File: config.mk
export PLATFORM = sky130hd
export DESIGN_NAME = sftg_div
export DESIGN_NICKNAME = d
export VERILOG_FILES = /design/src/hw/rtl/sftg_pkg.sv /design/src/hw/rtl/sftg_div.sv
export SDC_FILE = /design/constraint.sdc
export NUM_CORES = 1
export LEC_CHECK = 0
export ABC_AREA = 1
export BUFFER_PORTS_ARGS = -buffer_cell sky130_fd_sc_hd__buf_2
export CAP_MARGIN = 25
export CORE_MARGIN = 10
export CORE_UTILIZATION = 63
export DETAILED_ROUTE_END_ITERATION = 16
export PLACE_DENSITY = 0.88
export SLEW_MARGIN = 10
export SYNTH_ARGS = -nofsm -noshare
export SYNTH_HDL_FRONTEND = slang
export SYNTH_SLANG_ARGS = --single-unit
File: constraint.sdc
create_clock -name clock -period 7.6 [get_ports clock]
set_input_delay 0.38 -clock clock [delete_from_list [all_inputs] [get_ports clock]]
set_output_delay 0.38 -clock clock [all_outputs]
set_load 0.03 [all_outputs]
File: src/hw/rtl/sftg_pkg.sv
// Shared types, widths and constants of the slice filter tap generator.
// Holds the 2^(-i/16) table and the divider request and response structs.
// No dependencies.
package sftg_pkg;

   localparam int POS_W      = 24;
   localparam int DIR_W      = 16;
   localparam int WT_W       = 17;
   localparam int OFS_W      = 6;
   localparam int MODE_W     = 2;
   localparam int FWHM_W     = 12;
   localparam int AXES       = 3;
   localparam int MAX_TAPS   = 64;
   localparam int ADDR_W     = $clog2(MAX_TAPS);
   localparam int RAW_W      = 32;
   localparam int SUM_W      = 40;
   localparam int SAMPLES    = 9;
   localparam int SAMP_W     = $clog2(SAMPLES + 1);
   localparam int LIM_W      = ADDR_W - 1;
   localparam int CW         = 24;
   localparam int XW         = CW + 2;
   localparam int HW_W       = 22;
   localparam int SIGMA_W    = 20;
   localparam int SIG2_W     = 2 * SIGMA_W;
   localparam int MUL_W      = 24;
   localparam int PROD_W     = 2 * MUL_W;
   localparam int DIV_NUM_W  = 64;
   localparam int DIV_DEN_W  = 40;
   localparam int DIV_STEPS  = 21;
   localparam int DIV_CNT_W  = $clog2(DIV_STEPS + 1);
   localparam int ESUM_W     = 20;
   localparam int V_W        = 22;
   localparam int K_W        = 6;
   localparam int PACC_W     = 30;
   localparam int CSR_DATA_W = FWHM_W;

   localparam int Q_ONE      = 65536;
   localparam int Q_HALF     = 32768;
   localparam int SIGMA_K    = 39358;
   localparam int LOG2E_Q16  = 94548;
   localparam int EXP_K_MAX  = 30;
   localparam int POS_MAX    = 8388607;
   localparam int POS_MIN    = -8388608;
   localparam int FWHM_RESET = 256;

   typedef enum logic [MODE_W-1:0] {
      MODE_NEAREST,
      MODE_BOX,
      MODE_TRI,
      MODE_GAUSS
   } mode_type;

   typedef enum logic [0:0] {
      CSR_MODE,
      CSR_FWHM
   } csr_idx_type;

   typedef struct packed {
      logic                 start;
      logic [DIV_NUM_W-1:0] num;
      logic [DIV_DEN_W-1:0] den;
   } div_req_type;

   typedef struct packed {
      logic                 done;
      logic [DIV_STEPS-1:0] quo;
   } div_rsp_type;

   function automatic logic [16:0] pow2_frac(input logic [4:0] idx);
      logic [16:0] r;
      unique case (idx)
         5'd0:    r = 17'd65536;
         5'd1:    r = 17'd62757;
         5'd2:    r = 17'd60097;
         5'd3:    r = 17'd57549;
         5'd4:    r = 17'd55109;
         5'd5:    r = 17'd52773;
         5'd6:    r = 17'd50535;
         5'd7:    r = 17'd48393;
         5'd8:    r = 17'd46341;
         5'd9:    r = 17'd44376;
         5'd10:   r = 17'd42495;
         5'd11:   r = 17'd40693;
         5'd12:   r = 17'd38968;
         5'd13:   r = 17'd37316;
         5'd14:   r = 17'd35734;
         5'd15:   r = 17'd34219;
         default: r = 17'd32768;
      endcase
      return r;
   endfunction

endpackage

File: src/hw/rtl/sftg_div.sv
// Shared restoring divider, one quotient bit per cycle, DIV_STEPS bits.
// The numerator shifted right by DIV_STEPS must be below the denominator.
// Depends on sftg_pkg.
module sftg_div import sftg_pkg::*; (
   input  logic        clock,
   input  logic        reset,
   input  div_req_type req,
   output div_rsp_type rsp
);

   logic                 busy_ff, busy_in;
   logic                 done_ff, done_in;
   logic [DIV_CNT_W-1:0] cnt_ff, cnt_in;
   logic [DIV_DEN_W-1:0] rem_ff, rem_in;
   logic [DIV_DEN_W-1:0] den_ff, den_in;
   logic [DIV_STEPS-1:0] shq_ff, shq_in;
   logic [DIV_DEN_W:0]   trial;
   logic                 ge;

   assign trial = {rem_ff, shq_ff[DIV_STEPS-1]};
   assign ge    = trial >= {1'b0, den_ff};

   always_comb begin
      busy_in = busy_ff;
      done_in = 1'b0;
      cnt_in  = cnt_ff;
      rem_in  = rem_ff;
      den_in  = den_ff;
      shq_in  = shq_ff;
      if (req.start) begin
         busy_in = 1'b1;
         cnt_in  = DIV_CNT_W'(DIV_STEPS);
         rem_in  = req.num[DIV_STEPS +: DIV_DEN_W];
         shq_in  = req.num[DIV_STEPS-1:0];
         den_in  = req.den;
      end else if (busy_ff) begin
         rem_in = ge ? DIV_DEN_W'(trial - {1'b0, den_ff}) : trial[DIV_DEN_W-1:0];
         shq_in = {shq_ff[DIV_STEPS-2:0], ge};
         cnt_in = cnt_ff - 1'b1;
         if (cnt_ff == DIV_CNT_W'(1)) begin
            busy_in = 1'b0;
            done_in = 1'b1;
         end
      end
   end

   always_ff @(posedge clock) begin
      if (reset) begin
         busy_ff <= 1'b0;
         done_ff <= 1'b0;
         cnt_ff  <= '0;
      end else begin
         busy_ff <= busy_in;
         done_ff <= done_in;
         cnt_ff  <= cnt_in;
      end
      rem_ff <= rem_in;
      den_ff <= den_in;
      shq_ff <= shq_in;
   end

   assign rsp.done = done_ff;
   assign rsp.quo  = shq_ff;

endmodule

Yosys cells after proc, flatten, opt, wreduce, memory -nomap -nowiden
Cells that the tools add are included.
- bits in registers: 108
- latch bits: 0
- logic and storage cells: 26
- bits in read-only memories: 0
- input port bits: 107
- output and inout port bits: 22
- memories: 0
- memory bits (writable): 0
- $mul: 0
- add/sub/neg operators: 2
- multiplexer cells: 11
- equality and inequality tests: 1
- bitwise operators: 1
- shifts and indexed selects: 0
- $lt $le $gt $ge: 1
- reductions and logical operators: 3
- div/mod/pow operators: 0
- operators with widths (operator ; number):
    $mux 40 ; 3
    $mux 21 ; 2
    $ge 41x40->1 ; 1
    $sub 40x40->40 ; 1
    $mux 5 ; 2
    $eq 5x1->1 const B ; 1
    $sub 5x1->5 const B ; 1
    $mux 1 ; 4
    $reduce_or 3->1 ; 1
    $reduce_bool 2->1 ; 1
    $reduce_or 2->1 ; 1
    $not 1->1 ; 1

Depth between registers and ports, before layout
- depth in word-level cells: 4
- mapped depth: 17

Worst setup path before layout
OpenSTA, ideal clock, no wires.
- kind: input -> register
- start point: in req[104] in the netlist's numbering
- end point: reg rem_ff[0] (enable)
- arrival time: 2.233 ns
- cell stages on the path: 4
- required time: 7.179 ns
- path slack: 4.946 ns
- setup time: 0.421 ns
- cell sequence: clkbuf_1 inv_1 clkbuf_1 nand2_1
- cells in the longest elaborated chain, start to end: 1
- RTL lines (what ; line ; text):
    start, declared ; sftg_div.sv:7 ; input div_req_type req,
    $reduce_bool 2->1 (no line) ; n/a ;
    end signal, assigned ; sftg_div.sv:57 ; rem_ff <= rem_in;
    end, declared ; sftg_div.sv:14 ; logic [DIV_DEN_W-1:0] rem_ff, rem_in;
Every way passes these cells.
A chain may end at the register's enable or synchronous reset.

Final worst setup path
- start point: reg rem_ff[7]
- end point: reg rem_ff[39], data pin
- cells in the longest elaborated chain, start to end: 4
- elaborated cells on any way between the ends: 5
- those cells by class: add/sub (1); order compare (1); mux (3)
- RTL lines (what ; line ; text):
    $sub 40x40->40 or $ge 41x40->1 (tied branches) ; sftg_div.sv:37, sftg_div.sv:21 ;
    $mux 40 * ; sftg_div.sv:37 ; rem_in = ge ? DIV_DEN_W'(trial - {1'b0, den_ff}) : trial[DIV_DEN_W-1:0];
    $mux 40 * ; sftg_div.sv:36 ; end else if (busy_ff) begin
    $mux 40 * ; sftg_div.sv:30 ; if (req.start) begin
    via rem_in[39] ; sftg_div.sv:14 ;
The timed path passes the listed nets; every way through them passes the cells marked *. The select of a mux whose other input is x is not followed.

==> out/qor.yml <==
status: "complete, no violations"
area_growth_pct: 12.71
synth_edf_count: 101
rsz0062_at_grt: "no"
numCtsBuffers: 9
ys_seq_area_share_pct: 39.21
dr.first_iter.drc_count: 523
grt_use_total_pct: 25.40
vias_per_cell: 5.193
min_period_ns: 4.056
cts.hold.buffers_added: 0
core_um2: 12620
synth_top_area_cell: "edfxtp_1"
grt_pass1_wl_um: 36630
yosys.cell_types.count: 34
tightest_slew_ns: 0.9824
vdd_ir_drop_max_mv: 0.2361
io_buffers: 125
critPathLaunchType: "flip-flop"
slew_headroom_pct: 34.28
gp_congestion: 0.9272
diodes: 0
cp_num_buf_inv: 2
worstSetupPathType: "reg -> reg"
max_stage_delay_ns: 0.78
ant_nets: 0
worst_ep_arrival_time_ns: 4.19
multi_input_area_um2: 4024
clk_pin_slew_worst_paths_ns: 0.08
max_cap_viol_count: 0
clk_latency_ns: 0.37
async_reset_ff_share_pct: 0
post-route-period-util_pct: 53.37
rows: 41
cts_tree: "built"
cts_repair_resize_count: 0
nets: 1421
die_w_um: 133.3
crit_chain: "ha_1 -> nand2_1 -> inv_2 -> nand2_1 -> nand2_1 -> inv_2 -> nand3_2 -> nand2_1 -> nand3_2 -> nand2_2 -> nand2_2 -> nand2_1 -> nand2_1 -> nand2_1 -> nand2_1"
cts-root-buf: "clkbuf_16"
grt_start_max_net_pins: 104
final_cells: 1448
synth_top_area_share_pct: 37.48
synth_area_um2: 8092
fin_setup_tns_ns: 0
synth-seq-cells: 108
max_freq_ghz: 0.2466
critPathRequiredTime_ns: 7.73
fin_area_um2: 9120
synth_ff_type: "edfxtp_1"
cp_slowest_cell: "nand2_2"
register_area_um2: 3173
wl_um: 22880
clockBufferDepth: 2
grt_pass1_vias: 7489
dpl.cell_count: 1431
initial_core_util_pct: 64.12
synth.area.top_cells: "edfxtp_1 (37%), nand2_1 (23%), inv_1 (8.9%)"
crit_top_cell: "nand2_1"
place_area_um2: 8798
antenna_found_initial: 0
crit_fanout: 41
fillers: 1074
drcViolationCount: 0
clkSinkCount: 108
hpwl_um: 17100
die_h_um: 133.3
skew_ns: 0.01226
yosysWarnings: 0
synth_nets: 1307
worstHoldPathType: "in -> reg"
drive_above_1_share_pct: 13.32
final_common_cell: "nand2_1"
synth_area_per_cell_um2: 6.994
powerDensity_nw_per_um2: 270.7
whs_ns: 0.1687
final_max_slew_viol_count: 0
wire_per_inst_um: 15.80
ios: 129
grt-ovfl-total: 0
drt_pass1_iterations: 5
critPathTopFamily: "simple AND/OR/NAND/NOR gates"
p_leak_nw: 4.958
cts.htree.levels: 3
endpoint_kind: "flip-flop"
cts_setup_buffers: 0
hold_viol_final: 0
synthCells: 1157
die_area_um2: 17780
setup_viol: 0
layout_common_cells: "nand2_1 (494), inv_1 (190), buf_2 (124)"
vias: 7519
## final timing paths
check	end	startpoint	slack, ns	depth (start not counted)
worst max register to register	rem_ff[39]$_DFFE_PP_	rem_ff[7]$_DFFE_PP_	3.54	15
worst max-delay path	rem_ff[39]$_DFFE_PP_	rem_ff[7]$_DFFE_PP_	3.54	15
worst min-delay path	cnt_ff[4]$_SDFFE_PP0P_	reset	0.17	2
worst min register to register	cnt_ff[4]$_SDFFE_PP0P_	cnt_ff[4]$_SDFFE_PP0P_	0.48	2
## worst reg2reg max path, delay by kind of cell, from the launching register on
kind / cells / cell delay, ns
DFF: 1 / 0.41
adders and majority gates: 1 / 0.37
and+or+nand+nor: 12 / 2.92
buffers and inverters: 2 / 0.12
## routing by layer
layer / routed length, um / share of wire [%] / GRT usage [%] / vias up
li1: - / - / - / 3842
met1: 9741 / 43 / 30.37 / 3346
met2: 10740 / 47 / 43.31 / 291
met3: 1812 / 7.9 / 6.541 / 40
met4: 584 / 2.6 / 8.767 / 0
met5: 0 / 0 / 0 / -
## through the flow
step	setup slack, ns	total power (W)	utilization (%)
after floorplan	4.946	0.001686	-
after global placement	3.746	0.001940	69.72
after detailed placement	3.614	0.001975	69.72
after CTS	3.517	0.002457	72.05
after global routing	3.282	0.002643	72.27
final	3.544	0.002468	72.27
## synthesized netlist by cell type, types with 3 or more instances
library cell	n
nand3b_1	34
clkbuf_1	11
inv_1	191
nand4_1	4
and2_1	5
edfxtp_1	101
buf_2	5
nand2_2	4
nand3b_2	5
a21oi_1	28
a21o_1	4
buf_4	3
nor2_2	7
nor2_1	74
nor3_1	5
ha_1	42
buf_6	7
nand2_1	495
dfxtp_1	7
inv_2	3
xnor2_1	20
o21ai_0	9
nand3_1	78
## state kept, by name, indices dropped and copies added, names as in the netlist
name and flops:
den_ff 40, rem_ff 40, shq_ff 21, cnt_ff 5, busy_ff 1, done_ff 1
## area by class of cell
| type | count | area share [%] |
|---|---|---|
| multi-input combinational | 828 | 44.12 |
| sequential | 108 | 34.79 |
| inverter | 194 | 7.985 |
| timing repair buffer | 130 | 7.518 |
| clock buffer | 10 | 2.511 |
| tap | 172 | 2.360 |
| clock inverter | 6 | 0.7134 |
## power breakdown
group          total [W]  switching, W  internal (W)
clock network   0.000478      0.000244      0.000234
logic            0.00118      0.000766      0.000412
registers       0.000813     0.0000458      0.000767
total            0.00247       0.00106       0.00141
## cells by family (layout without fill, tap and decap cells)
| family | count (synthesis) | count (layout) | synth area share (%) |
|---|---|---|---|
| adder cells (fa/ha/maj) | 43 | 43 | 6.742 |
| XOR/XNOR | 21 | 21 | 2.273 |
| AO/OA/AOI/OAI | 50 | 50 | 3.402 |
| AND/OR/NAND/NOR | 714 | 714 | 37.25 |
| flip-flops | 108 | 108 | 39.21 |
| buffers and inverters | 221 | 340 | 11.12 |
Note: power is estimated with default switching activity, not from simulation.
