$ cat config.mk
export PLATFORM = sky130hd
export DESIGN_NAME = sftg_mul
export DESIGN_NICKNAME = d
export VERILOG_FILES = /design/src/hw/rtl/sftg_pkg.sv /design/src/hw/rtl/sftg_mul.sv
export SDC_FILE = /design/constraint.sdc
export NUM_CORES = 1
export LEC_CHECK = 0
export ABC_AREA = 1
export BUFFER_PORTS_ARGS = -buffer_cell sky130_fd_sc_hd__buf_2
export CORE_ASPECT_RATIO = 0.7
export CORE_MARGIN = 2
export CORE_UTILIZATION = 60
export DETAILED_ROUTE_END_ITERATION = 10
export GPL_TIMING_DRIVEN = 0
export MAX_ROUTING_LAYER = met4
export PLACE_DENSITY = 0.8
export SLEW_MARGIN = 10
export SYNTH_ARGS = -nofsm -noshare
export SYNTH_HDL_FRONTEND = slang
export SYNTH_SLANG_ARGS = --single-unit
$ cat constraint.sdc
create_clock -name clock -period 14.9 [get_ports clock]
set_clock_uncertainty 0.05 [all_clocks]
set_input_delay 0.745 -clock clock [delete_from_list [all_inputs] [get_ports clock]]
set_output_delay 0.745 -clock clock [all_outputs]
set_load 0.02 [all_outputs]
$ cat src/hw/rtl/sftg_pkg.sv
// Shared types, widths and constants of the slice filter tap generator.
// Holds the 2^(-i/16) table and the divider request and response structs.
// No dependencies.
package sftg_pkg;

   localparam int POS_W      = 24;
   localparam int DIR_W      = 16;
   localparam int WT_W       = 17;
   localparam int OFS_W      = 6;
   localparam int MODE_W     = 2;
   localparam int FWHM_W     = 12;
   localparam int AXES       = 3;
   localparam int MAX_TAPS   = 64;
   localparam int ADDR_W     = $clog2(MAX_TAPS);
   localparam int RAW_W      = 32;
   localparam int SUM_W      = 40;
   localparam int SAMPLES    = 9;
   localparam int SAMP_W     = $clog2(SAMPLES + 1);
   localparam int LIM_W      = ADDR_W - 1;
   localparam int CW         = 24;
   localparam int XW         = CW + 2;
   localparam int HW_W       = 22;
   localparam int SIGMA_W    = 20;
   localparam int SIG2_W     = 2 * SIGMA_W;
   localparam int MUL_W      = 24;
   localparam int PROD_W     = 2 * MUL_W;
   localparam int DIV_NUM_W  = 64;
   localparam int DIV_DEN_W  = 40;
   localparam int DIV_STEPS  = 21;
   localparam int DIV_CNT_W  = $clog2(DIV_STEPS + 1);
   localparam int ESUM_W     = 20;
   localparam int V_W        = 22;
   localparam int K_W        = 6;
   localparam int PACC_W     = 30;
   localparam int CSR_DATA_W = FWHM_W;

   localparam int Q_ONE      = 65536;
   localparam int Q_HALF     = 32768;
   localparam int SIGMA_K    = 39358;
   localparam int LOG2E_Q16  = 94548;
   localparam int EXP_K_MAX  = 30;
   localparam int POS_MAX    = 8388607;
   localparam int POS_MIN    = -8388608;
   localparam int FWHM_RESET = 256;

   typedef enum logic [MODE_W-1:0] {
      MODE_NEAREST,
      MODE_BOX,
      MODE_TRI,
      MODE_GAUSS
   } mode_type;

   typedef enum logic [0:0] {
      CSR_MODE,
      CSR_FWHM
   } csr_idx_type;

   typedef struct packed {
      logic                 start;
      logic [DIV_NUM_W-1:0] num;
      logic [DIV_DEN_W-1:0] den;
   } div_req_type;

   typedef struct packed {
      logic                 done;
      logic [DIV_STEPS-1:0] quo;
   } div_rsp_type;

   function automatic logic [16:0] pow2_frac(input logic [4:0] idx);
      logic [16:0] r;
      unique case (idx)
         5'd0:    r = 17'd65536;
         5'd1:    r = 17'd62757;
         5'd2:    r = 17'd60097;
         5'd3:    r = 17'd57549;
         5'd4:    r = 17'd55109;
         5'd5:    r = 17'd52773;
         5'd6:    r = 17'd50535;
         5'd7:    r = 17'd48393;
         5'd8:    r = 17'd46341;
         5'd9:    r = 17'd44376;
         5'd10:   r = 17'd42495;
         5'd11:   r = 17'd40693;
         5'd12:   r = 17'd38968;
         5'd13:   r = 17'd37316;
         5'd14:   r = 17'd35734;
         5'd15:   r = 17'd34219;
         default: r = 17'd32768;
      endcase
      return r;
   endfunction

endpackage

$ cat src/hw/rtl/sftg_mul.sv
// Shared unsigned multiplier with a registered product.
// Depends on sftg_pkg.
module sftg_mul import sftg_pkg::*; (
   input  logic              clock,
   input  logic [MUL_W-1:0]  op_a,
   input  logic [MUL_W-1:0]  op_b,
   output logic [PROD_W-1:0] prod
);

   logic [PROD_W-1:0] prod_ff;
   logic [PROD_W-1:0] prod_in;

   assign prod_in = PROD_W'(op_a) * PROD_W'(op_b);

   always_ff @(posedge clock) begin
      prod_ff <= prod_in;
   end

   assign prod = prod_ff;

endmodule

* Yosys cells after proc, flatten, opt, wreduce, memory -nomap -nowiden *
Cells that the tools add are included.

storage, ports and cells
  logic and storage cells = 2
  input bits = 49
  output and inout port bits = 48
  flip-flop bits (word level) = 48

cells by class
  $mul = 1

operators with widths
  kind                          count
  multiplier 24 x 24 -> 48 bit  1

* Depth between registers and ports, before layout *
Gate-level depths: netlist of the first run.

  depth in word-level cells = 1
  depth in mapped cells = 29
  gate-level depth less buffers = 28

* Least setup slack after synthesis of the first run *
OpenSTA, ideal clock, no wires.

  path type = input to register
  start point = input op_b[3]
  end point = register prod_ff[47], in the netlist prod[47]
  setup time = 0.113 ns
  setup slack = 8.787 ns
  required time = 14.737 ns
  cell stages on the path = 26
  arrival time = 5.950 ns
  buffers on the path = 1
  path through = clkbuf_1 -> nand2_1 -> fa_1 -> inv_1 -> fa_1 -> inv_1 -> fa_1 -> inv_1 -> fa_1 -> inv_1 -> fa_1 -> inv_1 -> fa_1 -> inv_1 -> fa_1 -> inv_1 -> ha_1 -> nand2_2 -> nor2_2 -> nand2_1 -> inv_1 -> nand2_1 -> nor2_1 -> nand2_1 -> nand4_1 -> nand2_1

on the way
  longest elaborated chain between the ends = 1

ends and longest elaborated chain
  element                       RTL line        text
  from (decl)                   sftg_mul.sv:6   input logic [MUL_W-1:0] op_b,
  multiplier 24 x 24 -> 48 bit  sftg_mul.sv:13  assign prod_in = PROD_W'(op_a) * PROD_W'(op_b);
  named net prod_in[47]         sftg_mul.sv:11  logic [PROD_W-1:0] prod_in;
  to (signal assigned)          sftg_mul.sv:16  prod_ff <= prod_in;
  to (decl)                     sftg_mul.sv:10  logic [PROD_W-1:0] prod_ff;

The timed path passes the listed nets, and every way through them passes these cells.

* Final worst setup path of the first run *
  start point = input op_b[11]
  end point = register prod_ff[45], in the netlist prod[45]

Same word-level chain as after synthesis.

==> results.tsv, run 1 <==
stage	metric	value	unit
final_layout	nFillCells	3228	
routing	drt-initial-drc-count	2010	
final_layout	fin_cells	3508	
critical_path	crit_path_start	op_b[11]	
logic_synthesis	synthArstFlopShare	0	
sta	finalSetupViolCount	0	
critical_path	path_cells	buf_2 -> clkbuf_1 -> nand2_1 -> fa_1 -> fa_1 -> inv_1 -> fa_1 -> fa_1 -> fa_1 -> fa_1 -> inv_1 -> fa_1 -> inv_1 -> ha_1 -> nand2_1 -> nor2_1 -> nand2_1 -> nor2_1 -> nand3_1 -> nand4_1 -> nand2_1	
sta	post-route-min-period	7.63	ns
cts	cts.sinks	48	
global_route	grt_pass1_wl	109000	um
job	max_cap_violations	0	
logic_synthesis	synth_seq_cells	48	
floorplanning	die_h	163	um
cts	cts.htree.levels	2	
worst_hold_path	hp-start	op_b[0]	
final_layout	diodes	0	
placed_design	post-place-cells	3500	
critical_path	crit_type	in -> reg	
sta	tns	0	ns
logic_synthesis	synth_edf_count	0	
cts	cts_resized	0	
floorplanning	start_util	0.604	
critical_path	crit_required	15.05	ns
routing	totalWireLength	72000	um
logic_synthesis	synth.avg_cell_area	7.37	um2
logic_synthesis	yosysWarnings	0	
sta	hold_ws	0.681	ns
routing	ant_nets	0	
critical_path	critPathLaunchType	input port	
global_route	grt_max_degree	15	
cts	postCtsSetupRepairBufs	0	
global_route	grt_pass1_vias	18400	
logic_synthesis	yosysMostFrequentCell	inv_1	
logic_synthesis	syn_area	0.0215	mm2
logic_synthesis	synth_fp_nets	3629	
logic_synthesis	synth_top_area_share	0.448	
final_layout	fin_nets	3732	
sta	max-slew-margin-rel	0.196	
sta	fmax	0.131	GHz
global_route	grt.total_usage	0.412	
critical_path	crit_top_cell	fa_1	
placed_design	hpwl	61100	um
final_layout	largest_reg_flops	48	
floorplanning	die_width	230	um
routing	drcViolationCount	0	
final_layout	drive_gt1_frac	0.0469	
logic_synthesis	synth_cell_types	25	
final_layout	fin_util	0.639	
sta	maxSlewViolCount	0	
critical_path	arrival	7.78	ns
placed_design	gp_congestion	1.06	
logic_synthesis	seq_area_frac_synth	0.0446	
cts	clk_root_buffer_cell	clkbuf_16	
floorplanning	coreArea	0.0356	mm2
outcome	status	complete, no violations	
cts	postCtsHoldBufs	0	
sta	grt_setup_unrepaired	false	
routing	dr.pass1.iters	8	
global_route	grt_overflow	0	
sta	worst_pin_slew	1.21	ns
critical_path	cpPeakStageDelay	0.91	ns
final_layout	syn_to_final_growth	5.72	%
cts	cts_made_buffers	5	
critical_path	cp_max_fo	10	
critical_path	slowest_stage	clkbuf_1	
worst_hold_path	holdCritPathClass	in -> reg	
floorplanning	dieArea	0.0375	mm2
logic_synthesis	synth_ff_type	dfxtp_1	
sta	final-hold-violation-count	0	
worst_hold_path	holdPathEnd	prod[0]	
floorplanning	placementRows	58	
routing	vias	18600	
logic_synthesis	synth_area_leaders	fa_1 45%, inv_1 18%, nand2_1 16%	
routing	viasPerCell	5.29	
floorplanning	ios	97	
worst_hold_path	whs_path_depth	3	
logic_synthesis	synthCells	2924	
logic_synthesis	yosysTopAreaCell	fa_1	
placed_design	portBuffers	96	
critical_path	cp-end-kind	flip-flop	
routing	routedWlPerCell	20.5	um
global_route	antenna_found_initial	0	
sta	period_share	0.512	
logic_synthesis	netlist_top_cells_count	1012 x inv_1, 905 x nand2_1, 482 x fa_1, 174 x ha_1, 96 x clkbuf_1	
cts	path_clk_slew	0.07	ns
cts	tritoncts	yes	
cts	clockBufferDepth	2	
how the worst max path moves through the flow:
| stage | to | depth (start not counted) | slack [ns] |
|---|---|---|---|
| after floorplan | prod[47] | 26 | 8.79 |
| after global placement | prod[45] | 21 | 7.40 |
| after detailed placement | prod[45] | 21 | 7.41 |
| after CTS | prod[47] | 23 | 7.69 |
| after global routing | prod[45] | 22 | 7.28 |
| final | prod[45] | 21 | 7.27 |
placed cells by master (no fill, tap or decap):
cell type   Yosys  layout
o21ai_0         2       2
clkinvlp_4      0       1
clkbuf_16       0       5
nor3_1          3       3
dfxtp_1        48      48
xnor2_1         6       6
nand2_1       905     905
o21bai_1        6       6
xor2_1         21      21
nand4_1         3       3
clkbuf_8        0       1
a21oi_1        29      29
or2_1           2       2
nor2_4          5       5
nand2b_1        1       1
inv_2           2       2
fa_1          482     482
or2_2           1       1
nand3_1        31      31
nand3_2         8       8
ha_1          174     174
nor2_1         58      58
a31oi_1         4       4
nor2_2         10      10
clkbuf_1       96      97
and2_1          2       2
buf_2           0      96
nand2_2        13      13
inv_1        1012    1012
stage by stage:
stage          setup WS, ns  instance area [um2]
2_1_floorplan          8.79                21500
3_3_place_gp           7.40                22600
3_5_place_dp           7.41                22600
4_1_cts                7.69                22800
5_1_grt                7.28                22800
6_report               7.27                22800
critical path, delay by kind of cell:
family | cells | cell delay [ns]
simple gates | 8 | 1.44
fa+ha+maj | 8 | 4.18
buf+inv | 5 | 1.40
per-layer routing:
layer / wire length [um] / GRT usage
met1: 28400 / 0.554
met5: 0 / -
met3: 11500 / 0.174
met4: 3340 / 0.141
met2: 28700 / 0.558
layout make-up:
type | count | area, um2 | area share
buffer | 96 | 360 | 0.0158
clock buffer | 7 | 143 | 0.00626
clock inverter | 1 | 7.51 | 0.000330
inverter | 1014 | 3810 | 0.167
multi-input combinational | 1766 | 16400 | 0.721
sequential | 48 | 961 | 0.0422
tap | 480 | 601 | 0.0264
timing repair buffer | 96 | 480 | 0.0211
cells by family (layout without fill, tap and decap cells):
family                     count (synthesis)  count (layout)  share of synthesized area
adders and majority gates                656             656                      0.549
and+or+nand+nor                         1042            1042                      0.191
DFF                                       48              48                     0.0446
buffers and inverters                   1110            1214                      0.193
AOI/OAI and AO/OA                         41              41                     0.0105
xor gates and xnor gates                  27              27                     0.0110
Power of run 1 is not shown: default switching activity piles up to over one toggle a cycle in this logic, so the estimate is an artifact.
==> inputs of run 2 (changes only) <==
--- a/config.mk
+++ b/config.mk
@@ -5,15 +5,15 @@
 export SDC_FILE = /design/constraint.sdc
 export NUM_CORES = 1
 export LEC_CHECK = 0
-export ABC_AREA = 1
+export ABC_AREA = 0
 export BUFFER_PORTS_ARGS = -buffer_cell sky130_fd_sc_hd__buf_2
 export CORE_ASPECT_RATIO = 0.7
 export CORE_MARGIN = 2
-export CORE_UTILIZATION = 60
+export CORE_UTILIZATION = 59
 export DETAILED_ROUTE_END_ITERATION = 10
 export GPL_TIMING_DRIVEN = 0
 export MAX_ROUTING_LAYER = met4
-export PLACE_DENSITY = 0.8
+export PLACE_DENSITY = 0.82
 export SLEW_MARGIN = 10
 export SYNTH_ARGS = -nofsm -noshare
 export SYNTH_HDL_FRONTEND = slang
==> constraint.sdc (replaced) <==
create_clock -name clock -period 7 [get_ports clock]
set_clock_uncertainty 0.05 [all_clocks]
set_input_delay 0.35 -clock clock [delete_from_list [all_inputs] [get_ports clock]]
set_output_delay 0.35 -clock clock [all_outputs]
set_load 0.02 [all_outputs]
==> results.tsv, run 2 <==
stage	metric	value	unit
outcome	status	complete, no violations	
sta	finalSetupViolCount	0	
cts	clk_root_buffer_cell	clkbuf_16	
floorplanning	die_h	158	um
routing	totalWireLength	68200	um
critical_path	cp_max_fo	10	
placed_design	portBuffers	96	
final_layout	final_cell_mix	558 x inv_1, 468 x fa_1, 307 x nand2_1	
logic_synthesis	synth_area_leaders	fa_1 48%, ha_1 11%, inv_1 10%	
sta	period_share	0.988	
global_route	grt.total_usage	0.419	
final_layout	fin_cells	2786	
logic_synthesis	seq_area_frac_synth	0.0479	
global_route	antenna_found_initial	4	
critical_path	critPathLaunchType	input port	
placed_design	post-place-cells	2769	
cts	postCtsHoldBufs	0	
cts	clockBufferDepth	2	
floorplanning	dieArea	0.0355	mm2
placed_design	gp_congestion	1.05	
worst_hold_path	holdCritPathClass	in -> reg	
sta	max-slew-margin-rel	0.518	
routing	vias	15900	
sta	worst_pin_slew	0.722	ns
sta	final-hold-violation-count	0	
final_layout	drive_gt1_frac	0.112	
sta	hold_ws	0.295	ns
final_layout	largest_reg_flops	48	
critical_path	arrival	7.12	ns
floorplanning	ios	97	
cts	tritoncts	yes	
floorplanning	die_width	224	um
critical_path	crit_type	in -> reg	
cts	cts_made_buffers	5	
sta	maxSlewViolCount	0	
global_route	grt_max_degree	17	
logic_synthesis	synth_edf_count	0	
logic_synthesis	yosysTopAreaCell	fa_1	
logic_synthesis	synthCells	2238	
final_layout	syn_to_final_growth	9.50	%
routing	dr.pass1.iters	6	
final_layout	final_common_cell	inv_1	
logic_synthesis	synth_cell_types	51	
critical_path	crit_required	7.21	ns
logic_synthesis	netlist_top_cells_count	559 x inv_1, 482 x fa_1, 307 x nand2_1, 304 x and2_1, 174 x ha_1	
final_layout	fin_nets	3052	
placed_design	hpwl	56700	um
sta	fmax	0.145	GHz
cts	path_clk_slew	0.09	ns
sta	post-route-min-period	6.91	ns
floorplanning	placementRows	56	
logic_synthesis	synth_seq_cells	48	
logic_synthesis	yosysMostFrequentCell	inv_1	
worst_hold_path	whs_path_depth	2	
routing	viasPerCell	5.70	
logic_synthesis	yosysWarnings	0	
floorplanning	coreArea	0.0335	mm2
job	max_cap_violations	0	
routing	drcViolationCount	0	
routing	ant_nets	0	
logic_synthesis	synth_ff_type	dfxtp_1	
routing	routedWlPerCell	24.5	um
logic_synthesis	synthArstFlopShare	0	
logic_synthesis	syn_area	0.0201	mm2
logic_synthesis	synth.avg_cell_area	8.96	um2
logic_synthesis	synth_top_area_share	0.481	
global_route	grt_pass1_vias	16700	
cts	cts.htree.levels	2	
cts	cts.sinks	48	
floorplanning	start_util	0.599	
global_route	grt_pass1_wl	103000	um
routing	drt-initial-drc-count	1473	
logic_synthesis	synth_fp_nets	2943	
critical_path	cp-end-kind	flip-flop	
global_route	grt_overflow	0	
## run 2: kinds of logic (layout without fill, tap and decap cells)
family	after synthesis	after routing	synth area share
AO/OA/AOI/OAI	131	131	0.0432
XOR/XNOR	43	43	0.0188
adder cells (fa/ha/maj)	656	656	0.590
buffers and inverters	664	774	0.125
flip-flops	48	48	0.0479
other	0	3	0
AND/OR/NAND/NOR	696	696	0.176
## run 2: cell type report
class	count	area [um2]
diodes	3	7.51
plain buffers	104	797
clock buffers	5	125
clock inverters	3	68.8
fillers	2772	11500
inverters	559	2100
multi-input cells	1526	16800
flip-flops and latches	48	961
well taps	435	544
repair buffers	103	556
## run 2: final timing paths
kind	from	endpoint	slack [ns]
worst max-delay path	op_a[22]	prod[46]	0.09
worst min-delay path	op_b[0]	prod[0]	0.30
## run 2: per-layer routing
layer	track usage	wire length, um	vias up
li1	-	-	6718
met1	0.565	27400	8004
met2	0.543	26600	1002
met3	0.230	12200	155
met4	0.105	2000	0
met5	-	0	-
## run 2: worst max-delay path: stages
cell and delay (ns):
buf_2 0.26, clkbuf_8 0.26, nand2_1 0.09, fa_1 0.54, inv_1 0.05, fa_1 0.65, inv_1 0.09, fa_1 0.38
inv_2 0.16, fa_1 0.46, fa_2 0.42, fa_2 0.69, inv_1 0.08, fa_1 0.49, inv_1 0.04, ha_2 0.39
nand3_1 0.15, or2_2 0.35, a2111oi_4 0.27, buf_4 0.20, nor2_2 0.07, o41a_1 0.37, o21ai_1 0.13, and3_1 0.16
## run 2: stage by stage
stage               utilization  setup TNS, ns  setup slack, ns  area, um2
floorplan                     -              0            0.592      20100
global placement          0.629         -14.09            -1.11      21100
detailed placement        0.629         -14.86            -1.09      21100
CTS                       0.641              0           0.0157      21500
global route              0.656        -0.0754          -0.0285      22000
finish                    0.656              0           0.0872      22000
## run 2: repair_timing
action,4_1_cts,5_1_grt
setup endpoints to repair,20,19
gates resized for setup,105,248
buffers inserted,0,7
pin swaps,1,15
Power of run 2 is left out for the same reason.
